`src/ploc_pkg.sv`:
```
`timescale 1ns / 1ps

package ploc_pkg;

    // Character codes the compositor reacts to
    localparam logic [7:0] CH_BS     = 8'h08;
    localparam logic [7:0] CH_TAB    = 8'h09;
    localparam logic [7:0] CH_LF     = 8'h0A;
    localparam logic [7:0] CH_FF     = 8'h0C;
    localparam logic [7:0] CH_CR     = 8'h0D;
    localparam logic [7:0] CH_SPACE  = 8'h20;
    localparam logic [7:0] CH_USCORE = 8'h5F;

    // Counter limits and reset values
    localparam logic [15:0] COL_MAX     = 16'hFFFF;
    localparam logic [15:0] PAGE_MAX    = 16'hFFFF;
    localparam logic [15:0] PAGE_RESET  = 16'd1;
    localparam logic [1:0]  BLANK_LIMIT = 2'd3;
    localparam logic [7:0]  LPP_RESET   = 8'd63;

    // Register map
    localparam int         APB_AW  = 3;
    localparam logic [0:0] REG_LPP = 1'b0;

    typedef enum logic [2:0] {
        S_IDLE,
        S_CHAR,
        S_END,
        S_LINE,
        S_CR,
        S_UL,
        S_TERM,
        S_WAIT
    } t_state;

    // Kind of printer byte travelling down the emit pipeline
    typedef enum logic [1:0] {
        K_LINE,
        K_CR,
        K_UL,
        K_TERM
    } t_kind;

    typedef struct packed {
        logic  load;
        logic  exec_char;
        logic  end_line;
        logic  clear_line;
        logic  idx_clr;
        logic  idx_inc;
        logic  rd_idx;
        logic  rd_en;
        logic  issue;
        t_kind kind;
    } t_cmd;

    typedef struct packed {
        logic line_end;
        logic skip;
        logic ext_zero;
        logic ovs;
        logic idx_last;
        logic adv;
        logic b_busy;
    } t_stat;

endpackage

```
`src/ploc_in_if.sv`:
```
`timescale 1ns / 1ps

interface ploc_in_if;
    logic       valid;
    logic       ready;
    logic [7:0] char_code;
    logic       end_of_file;

    modport source (output valid, char_code, end_of_file, input ready);
    modport sink (input valid, char_code, end_of_file, output ready);
endinterface

```
`src/ploc_out_if.sv`:
```
`timescale 1ns / 1ps

interface ploc_out_if;
    logic        valid;
    logic        ready;
    logic [63:0] out_bytes;
    logic [3:0]  byte_count;
    logic        last_of_line;
    logic [15:0] page_total;

    modport source (output valid, out_bytes, byte_count, last_of_line, page_total, input ready);
    modport sink (input valid, out_bytes, byte_count, last_of_line, page_total, output ready);
endinterface

```
`src/ploc_ctrl.sv`:
```
`timescale 1ns / 1ps

module ploc_ctrl import ploc_pkg::*; (
    input  logic  i_clk,
    input  logic  i_rst_n,
    input  logic  i_in_valid,
    output logic  o_in_ready,
    input  t_stat i_stat,
    output t_cmd  o_cmd
);

    t_state r_state;
    t_state n_state;

    // State register
    always_ff @(posedge i_clk) begin
        if (!i_rst_n) begin
            r_state <= S_IDLE;
        end else begin
            r_state <= n_state;
        end
    end

    // Next state and commands
    always_comb begin
        n_state    = r_state;
        o_cmd      = '0;
        o_in_ready = 1'b0;
        unique case (r_state)
            S_IDLE: begin
                o_in_ready  = 1'b1;
                o_cmd.rd_en = 1'b1;
                if (i_in_valid) begin
                    o_cmd.load = 1'b1;
                    n_state    = i_stat.line_end ? S_END : S_CHAR;
                end
            end
            S_CHAR: begin
                o_cmd.exec_char = 1'b1;
                n_state         = S_IDLE;
            end
            S_END: begin
                o_cmd.end_line = 1'b1;
                o_cmd.idx_clr  = 1'b1;
                if (i_stat.skip) begin
                    // drop a blank line at page top
                    o_cmd.clear_line = 1'b1;
                    n_state          = S_IDLE;
                end else if (!i_stat.ext_zero) begin
                    n_state = S_LINE;
                end else begin
                    n_state = S_TERM;
                end
            end
            S_LINE: begin
                o_cmd.rd_idx = 1'b1;
                o_cmd.kind   = K_LINE;
                if (i_stat.adv) begin
                    o_cmd.issue = 1'b1;
                    o_cmd.rd_en = 1'b1;
                    if (i_stat.idx_last) begin
                        o_cmd.idx_clr = 1'b1;
                        n_state       = i_stat.ovs ? S_CR : S_TERM;
                    end else begin
                        o_cmd.idx_inc = 1'b1;
                    end
                end
            end
            S_CR: begin
                o_cmd.kind = K_CR;
                if (i_stat.adv) begin
                    o_cmd.issue = 1'b1;
                    n_state     = i_stat.ext_zero ? S_TERM : S_UL;
                end
            end
            S_UL: begin
                o_cmd.kind = K_UL;
                if (i_stat.adv) begin
                    o_cmd.issue = 1'b1;
                    if (i_stat.idx_last) begin
                        o_cmd.idx_clr = 1'b1;
                        n_state       = S_TERM;
                    end else begin
                        o_cmd.idx_inc = 1'b1;
                    end
                end
            end
            S_TERM: begin
                o_cmd.kind = K_TERM;
                if (i_stat.adv) begin
                    o_cmd.issue = 1'b1;
                    n_state     = S_WAIT;
                end
            end
            S_WAIT: begin
                // wait until the closing byte has left the pipeline
                if (!i_stat.b_busy) begin
                    o_cmd.clear_line = 1'b1;
                    n_state          = S_IDLE;
                end
            end
            default: begin
                n_state = S_IDLE;
            end
        endcase
    end

endmodule

```
`src/ploc_dp.sv`:
```
`timescale 1ns / 1ps

module ploc_dp import ploc_pkg::*; #(
    parameter int LINE_LENGTH = 132
) (
    input  logic        i_clk,
    input  logic        i_rst_n,
    input  logic [7:0]  i_char_code,
    input  logic        i_end_of_file,
    input  logic        i_cfg_we,
    input  logic [7:0]  i_cfg_data,
    output logic [7:0]  o_lpp,
    input  t_cmd        i_cmd,
    output t_stat       o_stat,
    input  logic        i_out_ready,
    output logic        o_out_valid,
    output logic [63:0] o_out_bytes,
    output logic [3:0]  o_out_count,
    output logic        o_out_last,
    output logic [15:0] o_page_total
);

    localparam int IW = $clog2(LINE_LENGTH);
    localparam int EW = $clog2(LINE_LENGTH + 1);
    localparam logic [15:0]   LL_COL = 16'(LINE_LENGTH);
    localparam logic [EW-1:0] LL_EXT = EW'(LINE_LENGTH);

    // Line store and per-column flags
    logic [7:0]             r_mem [LINE_LENGTH];
    logic [7:0]             r_rd_data;
    logic [LINE_LENGTH-1:0] r_vld;
    logic [LINE_LENGTH-1:0] r_ul;

    // Line and page state
    logic [7:0]    r_char;
    logic          r_eof;
    logic [15:0]   r_column, n_column;
    logic [EW-1:0] r_ext, n_ext;
    logic          r_ovs, n_ovs;
    logic [7:0]    r_lop, n_lop;
    logic [1:0]    r_blanks, n_blanks;
    logic [15:0]   r_page, n_page;
    logic [7:0]    r_lpp;
    logic          r_form;

    // Emit pipeline
    logic [IW-1:0] r_idx;
    logic          r_b_vld;
    t_kind         r_b_kind;
    logic [IW-1:0] r_b_idx;
    logic [55:0]   r_pack;
    logic [2:0]    r_pack_cnt;
    logic          r_out_valid;
    logic [63:0]   r_out_bytes;
    logic [3:0]    r_out_count;
    logic          r_out_last;
    logic [15:0]   r_out_page;

    logic          col_in;
    logic [IW-1:0] col_idx;
    logic [IW-1:0] rd_addr;
    logic [7:0]    cur;
    logic [16:0]   sum_p1;
    logic [16:0]   sum_tab;
    logic [15:0]   col_p1;
    logic [15:0]   col_tab;
    logic [15:0]   adv_to;
    logic          move;
    logic          track;
    logic [EW-1:0] ext_cand;
    logic          mem_we;
    logic          set_ul;
    logic          skip;
    logic          form;
    logic [15:0]   page_inc;
    logic [7:0]    b_byte;
    logic          b_done;
    logic          out_free;
    logic          adv;
    logic          push;
    logic [63:0]   word;

    // Column helpers
    assign col_in  = r_column < LL_COL;
    assign col_idx = col_in ? IW'(r_column) : '0;
    assign rd_addr = i_cmd.rd_idx ? r_idx : col_idx;
    assign cur     = r_vld[col_idx] ? r_rd_data : CH_SPACE;
    assign sum_p1  = {1'b0, r_column} + 17'd1;
    assign sum_tab = {1'b0, r_column | 16'h0007} + 17'd1;
    assign col_p1  = sum_p1[16] ? COL_MAX : sum_p1[15:0];
    assign col_tab = sum_tab[16] ? COL_MAX : sum_tab[15:0];

    // Line end decisions
    assign skip     = (r_lop == 8'd0) && (r_ext == '0) && (r_blanks < BLANK_LIMIT);
    assign form     = r_lop >= r_lpp;
    assign page_inc = (r_page == PAGE_MAX) ? r_page : r_page + 16'd1;

    // Decode the byte, handle line end
    always_comb begin
        move     = 1'b0;
        track    = 1'b0;
        adv_to   = col_p1;
        mem_we   = 1'b0;
        set_ul   = 1'b0;
        ext_cand = '0;
        n_column = r_column;
        n_ext    = r_ext;
        n_ovs    = r_ovs;
        n_lop    = r_lop;
        n_blanks = r_blanks;
        n_page   = r_page;

        case (r_char)
            CH_FF: begin
                n_lop = r_lpp;
            end
            CH_SPACE: begin
                move = 1'b1;
            end
            CH_TAB: begin
                move   = 1'b1;
                track  = 1'b1;
                adv_to = col_tab;
            end
            CH_CR: begin
                n_column = '0;
            end
            CH_BS: begin
                if (r_column != 16'd0) begin
                    n_column = r_column - 16'd1;
                end
            end
            CH_USCORE: begin
                move = 1'b1;
                if (col_in) begin
                    track = 1'b1;
                    if (cur != CH_SPACE) begin
                        set_ul = 1'b1;
                    end else begin
                        mem_we = 1'b1;
                    end
                end
            end
            default: begin
                if (r_char > CH_SPACE && col_in) begin
                    move   = 1'b1;
                    track  = 1'b1;
                    mem_we = 1'b1;
                    if (cur == CH_USCORE) begin
                        set_ul = 1'b1;
                    end
                end
            end
        endcase

        if (move) begin
            n_column = adv_to;
        end
        if (track) begin
            ext_cand = (adv_to >= LL_COL) ? LL_EXT : EW'(adv_to);
            if (ext_cand > r_ext) begin
                n_ext = ext_cand;
            end
        end
        if (set_ul) begin
            n_ovs = 1'b1;
        end

        // none of the commands below is ever active with exec_char
        if (!i_cmd.exec_char) begin
            n_column = r_column;
            n_ext    = r_ext;
            n_ovs    = r_ovs;
            n_lop    = r_lop;
        end

        if (i_cmd.end_line) begin
            if (skip) begin
                n_blanks = r_blanks + 2'd1;
            end else if (form) begin
                n_blanks = '0;
                n_lop    = '0;
                n_page   = page_inc;
            end else begin
                n_lop = r_lop + 8'd1;
            end
            // a page still open at end of file is counted; that only
            // happens on the newline path, where the counter is untouched
            if (r_eof) begin
                if (n_lop != 8'd0) begin
                    n_page = page_inc;
                end
                n_lop    = '0;
                n_blanks = '0;
            end
        end

        if (i_cmd.clear_line) begin
            n_column = '0;
            n_ext    = '0;
            n_ovs    = 1'b0;
        end
    end

    // Line store memory, registered read
    always_ff @(posedge i_clk) begin
        if (i_cmd.exec_char && mem_we) begin
            r_mem[col_idx] <= r_char;
        end
        if (i_cmd.rd_en) begin
            r_rd_data <= r_mem[rd_addr];
        end
    end

    // Column valid and underline flags
    always_ff @(posedge i_clk) begin
        if (!i_rst_n) begin
            r_vld <= '0;
            r_ul  <= '0;
        end else if (i_cmd.clear_line) begin
            r_vld <= '0;
            r_ul  <= '0;
        end else if (i_cmd.exec_char) begin
            if (mem_we) begin
                r_vld[col_idx] <= 1'b1;
            end
            if (set_ul) begin
                r_ul[col_idx] <= 1'b1;
            end
        end
    end

    // Line and page state
    always_ff @(posedge i_clk) begin
        if (!i_rst_n) begin
            r_column <= '0;
            r_ext    <= '0;
            r_ovs    <= 1'b0;
            r_lop    <= '0;
            r_blanks <= '0;
            r_page   <= PAGE_RESET;
            r_lpp    <= LPP_RESET;
            r_form   <= 1'b0;
        end else begin
            r_column <= n_column;
            r_ext    <= n_ext;
            r_ovs    <= n_ovs;
            r_lop    <= n_lop;
            r_blanks <= n_blanks;
            r_page   <= n_page;
            if (i_cfg_we) begin
                r_lpp <= i_cfg_data;
            end
            if (i_cmd.end_line) begin
                r_form <= form;
            end
        end
    end

    // Capture the accepted item
    always_ff @(posedge i_clk) begin
        if (i_cmd.load) begin
            r_char <= i_char_code;
            r_eof  <= i_end_of_file;
        end
    end

    // Byte at the packer input
    always_comb begin
        case (r_b_kind)
            K_LINE:  b_byte = r_vld[r_b_idx] ? r_rd_data : CH_SPACE;
            K_CR:    b_byte = CH_CR;
            K_UL:    b_byte = r_ul[r_b_idx] ? CH_USCORE : CH_SPACE;
            default: b_byte = r_form ? CH_FF : CH_LF;
        endcase
    end

    assign b_done   = (r_pack_cnt == 3'd7) || (r_b_kind == K_TERM);
    assign out_free = !r_out_valid || i_out_ready;
    assign adv      = !(r_b_vld && b_done && !out_free);
    assign push     = r_b_vld && adv;
    assign word     = {8'h00, r_pack} | (64'(b_byte) << {r_pack_cnt, 3'b000});

    // Advance the emit index
    always_ff @(posedge i_clk) begin
        if (!i_rst_n) begin
            r_idx <= '0;
        end else if (i_cmd.idx_clr) begin
            r_idx <= '0;
        end else if (i_cmd.idx_inc) begin
            r_idx <= r_idx + IW'(1);
        end
    end

    // Byte stage, held while a full word cannot leave
    always_ff @(posedge i_clk) begin
        if (!i_rst_n) begin
            r_b_vld <= 1'b0;
        end else if (adv) begin
            r_b_vld <= i_cmd.issue;
        end
    end

    always_ff @(posedge i_clk) begin
        if (adv) begin
            r_b_kind <= i_cmd.kind;
            r_b_idx  <= r_idx;
        end
    end

    // Pack bytes, eight to a word; a line's closing byte ends a word early
    always_ff @(posedge i_clk) begin
        if (!i_rst_n) begin
            r_pack     <= '0;
            r_pack_cnt <= '0;
        end else if (push) begin
            if (b_done) begin
                r_pack     <= '0;
                r_pack_cnt <= '0;
            end else begin
                r_pack     <= word[55:0];
                r_pack_cnt <= r_pack_cnt + 3'd1;
            end
        end
    end

    // Output register
    always_ff @(posedge i_clk) begin
        if (!i_rst_n) begin
            r_out_valid <= 1'b0;
        end else if (push && b_done) begin
            r_out_valid <= 1'b1;
        end else if (i_out_ready) begin
            r_out_valid <= 1'b0;
        end
    end

    always_ff @(posedge i_clk) begin
        if (push && b_done) begin
            r_out_bytes <= word;
            r_out_count <= {1'b0, r_pack_cnt} + 4'd1;
            r_out_last  <= (r_b_kind == K_TERM);
            r_out_page  <= r_page;
        end
    end

    // Status to the controller
    assign o_stat.line_end = i_end_of_file || (i_char_code == CH_LF);
    assign o_stat.skip     = skip;
    assign o_stat.ext_zero = (r_ext == '0);
    assign o_stat.ovs      = r_ovs;
    assign o_stat.idx_last = (EW'(r_idx) + EW'(1)) == r_ext;
    assign o_stat.adv      = adv;
    assign o_stat.b_busy   = r_b_vld;

    assign o_lpp        = r_lpp;
    assign o_out_valid  = r_out_valid;
    assign o_out_bytes  = r_out_bytes;
    assign o_out_count  = r_out_count;
    assign o_out_last   = r_out_last;
    assign o_page_total = r_out_page;

endmodule

```
`src/printer_line_overstrike_compositor_unit.sv`:
```
`timescale 1ns / 1ps
// Text byte: accepted, executed in the next cycle, only then is the input ready again.
// Line end: a decision state, then one printer byte per cycle unless the output stalls
// (extent, plus extent + 1 when overstruck, plus the LF/FF), then the pipeline drains.
// The line store's single read port, one byte a cycle, sets the line end time.
// Reset is synchronous, active low; column flags clear at once, no clearing pass.
module printer_line_overstrike_compositor_unit import ploc_pkg::*; #(
    parameter int LINE_LENGTH = 132
) (
    input  logic              i_clk,
    input  logic              i_rst_n,
    input  logic              psel,
    input  logic              penable,
    input  logic              pwrite,
    input  logic [APB_AW-1:0] paddr,
    input  logic [31:0]       pwdata,
    output logic [31:0]       prdata,
    output logic              pready,
    ploc_in_if.sink           i_in,
    ploc_out_if.source        o_out
);

    t_cmd       cmd;
    t_stat      stat;
    logic       cfg_hit;
    logic       cfg_we;
    logic [7:0] lpp;
    logic       in_acc;

    // Register decode
    assign cfg_hit = (paddr[APB_AW-1:2] == REG_LPP);
    assign cfg_we  = psel && penable && pwrite && cfg_hit;
    assign prdata  = cfg_hit ? {24'h000000, lpp} : 32'h00000000;
    assign pready  = 1'b1;

    ploc_ctrl u_ctrl (
        .i_clk      (i_clk),
        .i_rst_n    (i_rst_n),
        .i_in_valid (i_in.valid),
        .o_in_ready (i_in.ready),
        .i_stat     (stat),
        .o_cmd      (cmd)
    );

    ploc_dp #(
        .LINE_LENGTH (LINE_LENGTH)
    ) u_dp (
        .i_clk         (i_clk),
        .i_rst_n       (i_rst_n),
        .i_char_code   (i_in.char_code),
        .i_end_of_file (i_in.end_of_file),
        .i_cfg_we      (cfg_we),
        .i_cfg_data    (pwdata[7:0]),
        .o_lpp         (lpp),
        .i_cmd         (cmd),
        .o_stat        (stat),
        .i_out_ready   (o_out.ready),
        .o_out_valid   (o_out.valid),
        .o_out_bytes   (o_out.out_bytes),
        .o_out_count   (o_out.byte_count),
        .o_out_last    (o_out.last_of_line),
        .o_page_total  (o_out.page_total)
    );

    assign in_acc = i_in.valid && i_in.ready;

    // An accepted item keeps the block busy for at least the next cycle
    a_busy_after_accept: assert property (@(posedge i_clk) disable iff (!i_rst_n)
        in_acc |=> !i_in.ready)
        else $error("input ready right after an accepted item");

    // A result carries one to eight bytes
    a_byte_count_range: assert property (@(posedge i_clk) disable iff (!i_rst_n)
        o_out.valid |-> (o_out.byte_count != 4'd0) && (o_out.byte_count <= 4'd8))
        else $error("result byte count out of range");

    // The page counter starts at one and saturates, so it never reads zero
    a_page_nonzero: assert property (@(posedge i_clk) disable iff (!i_rst_n)
        o_out.valid |-> (o_out.page_total != 16'd0))
        else $error("page total reads zero");

endmodule
```
`src/flat_wrapper.sv`:
```
// flat-port wrapper written by rule: the top's interface ports become plain ports
module printer_line_overstrike_compositor_unit_flat import ploc_pkg::*;
#(
    parameter int LINE_LENGTH = 132
)
  (i_clk, i_rst_n, psel, penable, pwrite, paddr, pwdata, prdata, pready, i_in_valid, i_in_char_code, i_in_end_of_file, i_in_ready, o_out_valid, o_out_out_bytes, o_out_byte_count, o_out_last_of_line, o_out_page_total, o_out_ready);
  ploc_in_if i_in_i ();
  ploc_out_if o_out_i ();
  input  logic i_clk;
  input  logic i_rst_n;
  input  logic psel;
  input  logic penable;
  input  logic pwrite;
  input  logic [APB_AW-1:0] paddr;
  input  logic [31:0] pwdata;
  output logic [31:0] prdata;
  output logic pready;
  input wire logic [$bits(i_in_i.valid)-1:0] i_in_valid;
  input wire logic [$bits(i_in_i.char_code)-1:0] i_in_char_code;
  input wire logic [$bits(i_in_i.end_of_file)-1:0] i_in_end_of_file;
  output wire logic [$bits(i_in_i.ready)-1:0] i_in_ready;
  output wire logic [$bits(o_out_i.valid)-1:0] o_out_valid;
  output wire logic [$bits(o_out_i.out_bytes)-1:0] o_out_out_bytes;
  output wire logic [$bits(o_out_i.byte_count)-1:0] o_out_byte_count;
  output wire logic [$bits(o_out_i.last_of_line)-1:0] o_out_last_of_line;
  output wire logic [$bits(o_out_i.page_total)-1:0] o_out_page_total;
  input wire logic [$bits(o_out_i.ready)-1:0] o_out_ready;
  assign i_in_i.valid = i_in_valid;
  assign i_in_i.char_code = i_in_char_code;
  assign i_in_i.end_of_file = i_in_end_of_file;
  assign i_in_ready = i_in_i.ready;
  assign o_out_valid = o_out_i.valid;
  assign o_out_out_bytes = o_out_i.out_bytes;
  assign o_out_byte_count = o_out_i.byte_count;
  assign o_out_last_of_line = o_out_i.last_of_line;
  assign o_out_page_total = o_out_i.page_total;
  assign o_out_i.ready = o_out_ready;
  printer_line_overstrike_compositor_unit #(.LINE_LENGTH(LINE_LENGTH)) u_core (.i_clk(i_clk), .i_rst_n(i_rst_n), .psel(psel), .penable(penable), .pwrite(pwrite), .paddr(paddr), .pwdata(pwdata), .prdata(prdata), .pready(pready), .i_in(i_in_i), .o_out(o_out_i));
endmodule
```
`config.mk`:
```
export PLATFORM = sky130hd
export DESIGN_NAME = printer_line_overstrike_compositor_unit_flat
export DESIGN_NICKNAME = d
export VERILOG_FILES = /design/src/ploc_pkg.sv /design/src/ploc_in_if.sv /design/src/ploc_out_if.sv /design/src/ploc_ctrl.sv /design/src/ploc_dp.sv /design/src/printer_line_overstrike_compositor_unit.sv /design/src/flat_wrapper.sv
export SDC_FILE = /design/constraint.sdc
export NUM_CORES = 2
export LEC_CHECK = 0
export BUFFER_PORTS_ARGS = -buffer_cell sky130_fd_sc_hd__buf_2
export CAP_MARGIN = 10
export CORE_MARGIN = 2
export CORE_UTILIZATION = 50
export CTS_BUF_LIST = sky130_fd_sc_hd__clkbuf_4 sky130_fd_sc_hd__clkbuf_8
export DETAILED_ROUTE_END_ITERATION = 16
export PLACE_DENSITY = 0.66
export SLEW_MARGIN = 20
export SYNTH_ARGS = -nofsm -noshare
export SYNTH_HDL_FRONTEND = slang
export SYNTH_HIERARCHICAL = 1
export SYNTH_SLANG_ARGS = --single-unit
```
`constraint.sdc`:
```
create_clock -name i_clk -period 17.2 [get_ports i_clk]
set_input_delay 0 -clock i_clk [delete_from_list [all_inputs] [get_ports i_clk]]
set_output_delay 0 -clock i_clk [all_outputs]
set_load 0.02 [all_outputs]
```
# --- Word-level counts from Yosys, hierarchy flattened ---
# Memories as Yosys holds them, arrays and structs flattened. A register that Yosys moved wholly into a read port is not among the register bits.
# Cells that the tools add are included.
# Widths: inputs -> output; s select.
totals:
  reg_bits: 500
  ram_bits: 1056
  input_bits: 51
  mem_count: 1
memory_table:
  columns: ["memory", "words", "word_bits", "read_ports", "rd_clocked_by_memory_dff", "write_ports", "line", "source"]
  rows:
  - ["u_core.u_dp.r_mem", 132, 8, 1, 1, 1, "ploc_dp.sv:29", "logic [7:0] r_mem [LINE_LENGTH];"]
classes:
  addsub: 9
  n_lt_le_gt_ge: 9
  n_eq_ne: 31
  shifts: 1
  mux: 87
  n_bitwise: 5
  reduce_logical: 40
ops:
  columns: ["cell", "count"]
  rows:
  - ["$or 132x132->132", 2]
  - ["$mux 16", 10]
  - ["$mux 8", 13]
  - ["$or 56x64->64", 1]
  - ["$shl 8x6->64", 1]
  - ["$mux 56", 1]
  - ["$eq 8x4->1 const B", 5]
  - ["$mux 3", 12]
  - ["$add 16x1->17 const B", 2]
  - ["$pmux 16 s2", 1]
  - ["$mux 1", 27]
  - ["$bmux 1 s8", 3]
  - ["$pmux 3 s8", 1]
  - ["$pmux 8 s3", 1]
  - ["$lt 8x9->1 const B", 2]
  - ["$add 16x1->16 const B", 1]
  - ["$add 8x1->8 const B", 2]
  - ["$eq 16x16->1 const B", 1]
  - ["$eq 8x7->1 const B", 2]
  - ["$ge 16x8->1 const B", 1]
  - ["$logic_not 8->1", 2]
  - ["$lt 16x8->1 const B", 1]
  - ["$mux 2", 8]
  - ["$reduce_bool 16->1", 1]
  - ["41 further kinds", 81]

# --- Depth between registers and ports, before layout ---
logic_depth:
  ltp_word: 12
  ltp_mapped: 24
  depth_no_buf: 20

# --- By module ---
# The synthesis kept the hierarchy.
by_module_without_submodules:
  columns: ["module", "instances", "cells_each", "area_each_um2", "seq_area_each_um2"]
  rows:
  - ["ploc_dp", 1, 5610, 66435.0, 42941.2]
  - ["ploc_ctrl", 1, 72, 479.2, 60.1]
  - ["printer_line_overstrike_compositor_unit", 1, 36, 275.3, 0.0]

# --- Worst setup path before layout ---
# No wires, ideal clock.
synth_timing:
  path_kind: "reg-to-reg"
  start: "register u_core.u_dp.r_char[3]"
  end: "register u_core.u_dp.r_ext[1]"
  setup_ns: 0.092
  arrival_ns: 6.178
  required_ns: 17.108
  path_slack_ns: 10.929
  path_stages_with_launch: 22
  period_less_slack_ns: 6.271
  path_cell_list: "edfxtp_1 nor3b_1 nand3_1 a21oi_1 clkbuf_1 o211ai_1 a21oi_1 nand4_1 nor4_1 o21ai_0 clkbuf_1 nand2b_1 ha_1 o21a_1 o21ai_0 nand2b_1 a21oi_1 o21a_1 nor3_1 clkbuf_1 nand2_1 o32ai_1"
synth_between:
  elab_chain_len: 6
  word_cells_on_any_way: 16
  classes_between: "order compare (3); eq/ne (6); mux (4); reduce/logical (3)"
synth_lines:
  columns: ["item", "line", "source"]
  rows:
  - ["from (decl)", "ploc_dp.sv:35", "logic [7:0] r_char;"]
  - ["from (signal assigned)", "ploc_dp.sv:263", "r_char <= i_char_code;"]
  - ["$eq 8x4->1", "ploc_dp.sv:113", "case (r_char)"]
  - ["$mux 16", "ploc_dp.sv:113", null]
  - ["$ge 16x8->1", "ploc_dp.sv:160", "ext_cand = (adv_to >= LL_COL) ? LL_EXT : EW'(adv_to);"]
  - ["$mux 8", "ploc_dp.sv:160", null]
  - ["$gt 8x8->1", "ploc_dp.sv:161", "if (ext_cand > r_ext) begin"]
  - ["$reduce_and 3->1 (no line)", null, null]
  - ["to (signal assigned)", "ploc_dp.sv:246", "r_ext <= n_ext;"]
  - ["to (decl)", "ploc_dp.sv:38", "logic [EW-1:0] r_ext, n_ext;"]
# Parallel ways exist; a longest one is shown, timed or not.
# A chain may end at the register's enable or synchronous reset.

# --- Final worst setup path ---
layout_timing:
  start: "register u_core.u_dp.r_column[8]"
  end: "register u_core.u_dp.r_rd_data[5] (read register of u_core.u_dp.r_mem) (data pin)"
layout_between:
  elab_chain_len: 3
layout_lines:
  columns: ["item", "line", "source"]
  rows:
  - ["from (decl)", "ploc_dp.sv:37", "logic [15:0] r_column, n_column;"]
  - ["from (signal assigned)", "ploc_dp.sv:245", "r_column <= n_column;"]
  - ["$lt 16x8->1", "ploc_dp.sv:84", "assign col_in = r_column < LL_COL;"]
  - ["$mux 8", "ploc_dp.sv:85", "assign col_idx = col_in ? IW'(r_column) : '0;"]
  - ["$mux 8", "ploc_dp.sv:86", "assign rd_addr = i_cmd.rd_idx ? r_idx : col_idx;"]
  - ["to (decl)", "ploc_dp.sv:30", "logic [7:0] r_rd_data;"]
# No other way between the ends.

==> flow_summary.json <==
{
  "status": "finished clean",
  "ys_ff_latch": 1564,
  "grt_pass1_vias": 46500,
  "grt_max_degree": 164,
  "setup_tns_ns": 0,
  "drv_slew": 0,
  "start_kind": "flop",
  "synthFlopType": "edfxtp_1",
  "syn_area_per_cell_um2": 11.8,
  "start_util_pct": 50.3,
  "grt_setup_unrepaired": "false",
  "maxCapViolCount": 0,
  "htreeDepth": 4,
  "routed_wl_mm": 199,
  "end_kind": "flop",
  "yosys.cell_types.count": 107,
  "cp_cell_sequence": "nor4_4, nand2_2, o31ai_4, buf_12, buf_4, buf_4, mux2i_1, mux2i_1, o21ai_0, a311oi_1, o221ai_1, a211oi_1",
  "die-area_um2": 137000,
  "maxSlewHeadroom_pct": 20.8,
  "hpwlAfterDp_mm": 124,
  "regToRegSetupSlack_ns": 10.27,
  "ff2ff_path_depth": 12,
  "yosys_warnings": 6,
  "post-route-min-period_ns": 6.93,
  "r2r-end": "u_core/u_dp/r_rd_data[5]",
  "synth_async_sr_flop_share_pct": 0,
  "netlist.area_leader.share_pct": 52.2,
  "syn-cell-area_um2": 67200,
  "drive_gt1_share_pct": 15.3,
  "holdCritPathClass": "input pin to flop",
  "setup_ws_ns": 10.27,
  "arrival_ns": 7.56,
  "whs_path_depth": 4,
  "required_ns": 17.82,
  "grt.total_usage_pct": 28.5,
  "cts_tree": "yes",
  "hold_viol": 0,
  "r2r_start": "u_core/u_dp/r_column[8]",
  "clockRootBuffer": "clkbuf_8",
  "cpPeakStageDelay_ns": 0.91,
  "num_io_pins": 171,
  "skew_ns": 0.0338,
  "power.density_nw_per_um2": 134,
  "syn_to_final_growth_pct": 12.1,
  "vias_per_cell": 6.20,
  "critical_path_class": "flop to flop",
  "post-place-ws_ns": 10.35,
  "drc": 0,
  "portBuffers": 119,
  "post-cts-setup-buffer-count": 0,
  "antenna_found_initial": 3,
  "dieHeight_um": 371,
  "worstSkewPairLatency_ns": 0.97,
  "grt_pass1_wl_mm": 294,
  "synth_top_cell_by_area": "edfxtp_1",
  "avgRoutedWirePerCell_um": 25.3,
  "synthTopCellsByArea": "edfxtp_1 (52%), dfxtp_1 (12%), nand2_1 (6.0%), mux2i_1 (3.3%), nand3_1 (3.1%)",
  "core_um2": 133000,
  "overflow": 0,
  "ctsResizeCount": 0,
  "first_iter_violations": 6003,
  "placed_cell_area_um2": 70000,
  "post-route-cell-area_um2": 75300,
  "cp_slowest_cell": "buf_4",
  "path_clk_slew_ns": 0.06,
  "synth-seq-area-share_pct": 64.0,
  "num_rows": 134,
  "synth-edff-count": 1168,
  "place.gp.congestion": 0.970,
  "worstHoldStart": "i_rst_n",
  "setup_violations": 0,
  "routed-via-count": 48700,
  "clk_path_buf_depth": 3,
  "irDropWorstVdd_mv": 0.0870,
  "leakage_nw": 25.5,
  "cts_hold_buf": 56,
  "die_x_um": 371,
  "holdPathEnd": "u_core/u_dp/r_page[5]",
  "fin_crit_sh_pct": 40.3,
  "critPathMaxFanout": 133,
  "cts_made_buffers": 233,
  "drtAntennaViolNets": 0,
  "cts_sinks": 1564,
  "worstMarginPinSlew_ns": 1.19,
  "fin_util_pct": 56.4,
  "nets": 5984,
  "first_pass_iters": 6,
  "max_freq_mhz": 144,
  "syn-instance-count": 5718
}
[worst max-delay path: cells and delay by family (launching register included)]
| family | cells | cell delay, ns |
|---|---|---|
| flip-flops | 1 | 0.43 |
| AO/OA/AOI/OAI | 5 | 1.94 |
| AND/OR/NAND/NOR | 2 | 1.24 |
| buffers and inverters | 3 | 2.35 |
| multiplexers | 2 | 0.36 |
[layout make-up]
class | instances | area [um2]
Clock buffer | 344 | 4160
Timing Repair Buffer | 377 | 2750
Sequential cell | 1564 | 43000
Clock inverter | 75 | 495
Inverter | 67 | 254
Tap cell | 1768 | 2210
Antenna cell | 1 | 2.50
Multi-Input combinational cell | 3662 | 22500
Fill cell | 10900 | 58100
[synthesized netlist by cell type, types with 39 or more instances]
cell type and number:
nor2_1 344, edfxtp_1 1168, a32oi_1 43, dfxtp_1 396, nor4_1 68, nor3_1 138
a211oi_1 42, buf_4 46, nand2_1 1074, inv_1 62, mux4_2 77, buf_2 140
a22oi_1 44, nand4_1 39, nand3_1 412, a21oi_1 154, o21bai_1 56, mux2i_1 220
a31oi_1 148, clkbuf_1 221, o21ai_0 192
[kinds of logic after synthesis]
group | count (synthesis) | share of synthesized area, %
AOI/OAI and AO/OA | 990 | 10.1
xor gates and xnor gates | 36 | 0.469
adders and majority gates | 29 | 0.536
buffers and inverters | 515 | 3.49
DFF | 1564 | 64.0
muxes | 308 | 6.04
other | 2 | 0.0112
and+or+nand+nor | 2274 | 15.3
[through the flow]
stage / instances / hold WS [ns] / total power [mW]
floorplan: 5741 / 0.0989 / 6.05
global placement: 7380 / 0.194 / 7.00
detailed placement: 7382 / 0.198 / 7.04
CTS: 7857 / 0.0216 / 10.0
global route: 7858 / 0.118 / 10.4
finish: 7858 / 0.130 / 10.1
[state kept, by name, summed over array words and instances, names as in the netlist, 3 cells and up]
name                      count
u_core/u_dp/o_page_total     16
u_core/u_dp/o_out_count       4
u_core/u_ctrl/r_state         3
u_core/u_dp/r_char            8
u_core/u_dp/r_pack_cnt        3
u_core/u_dp/r_page           16
u_core/u_dp/o_lpp             8
u_core/u_dp/o_out_bytes      64
u_core/u_dp/r_idx             8
u_core/u_dp/r_column         16
u_core/u_dp/r_b_idx           8
u_core/u_dp/r_ul            132
u_core/u_dp/r_mem          1056
u_core/u_dp/r_rd_data         8
u_core/u_dp/r_lop             8
u_core/u_dp/r_vld           132
u_core/u_dp/r_pack           56
u_core/u_dp/r_ext             8
[where the power goes]
part	switching, mW	internal [mW]
clock	1.41	1.60
sequential	0.0640	4.31
combinational	1.99	0.675
total	3.47	6.59
[worst max path at each step]
stage	depth (start not counted)	slack [ns]	to	startpoint
CTS	12	10.35	u_core/u_dp/r_rd_data[5]	u_core/u_dp/r_column[8]
finish	12	10.27	u_core/u_dp/r_rd_data[5]	u_core/u_dp/r_column[8]
floorplan	21	10.93	u_core/u_dp/r_ext[1]	u_core/u_dp/r_char[3]
global route	12	10.09	u_core/u_dp/r_rd_data[5]	u_core/u_dp/r_column[8]
global placement	12	10.47	u_core/u_dp/r_rd_data[5]	u_core/u_dp/r_column[8]
detailed placement	12	10.35	u_core/u_dp/r_rd_data[5]	u_core/u_dp/r_column[8]
[routing by layer]
layer | part of all wire (%) | up-vias | track usage, % | wire length [um]
met5 | 0 | - | 0 | 0
met4 | 4.7 | 0 | 13.8 | 9280
met3 | 10 | 501 | 6.45 | 20100
met2 | 45 | 2636 | 43.7 | 89900
met1 | 40 | 23900 | 38.6 | 79700
li1 | - | 21700 | - | -
[cells in the final DEF (no fill, tap or decap), types with 52 or more instances in the layout]
| master | synthesis | final |
|---|---|---|
| buf_2 | 140 | 120 |
| edfxtp_1 | 1168 | 1168 |
| clkbuf_8 | 0 | 252 |
| o21bai_1 | 56 | 56 |
| a21oi_1 | 154 | 154 |
| a31oi_1 | 148 | 147 |
| dlygate4sd3_1 | 0 | 56 |
| nand2_1 | 1074 | 1074 |
| nor3_1 | 138 | 106 |
| buf_4 | 46 | 194 |
| mux2i_1 | 220 | 220 |
| inv_1 | 62 | 61 |
| nor2_1 | 344 | 331 |
| mux4_2 | 77 | 77 |
| nor4_1 | 68 | 52 |
| o21ai_0 | 192 | 191 |
| dfxtp_1 | 396 | 395 |
| nand3_1 | 412 | 412 |
| clkbuf_4 | 0 | 92 |
No activity file was read; power rests on OpenSTA's default activity.
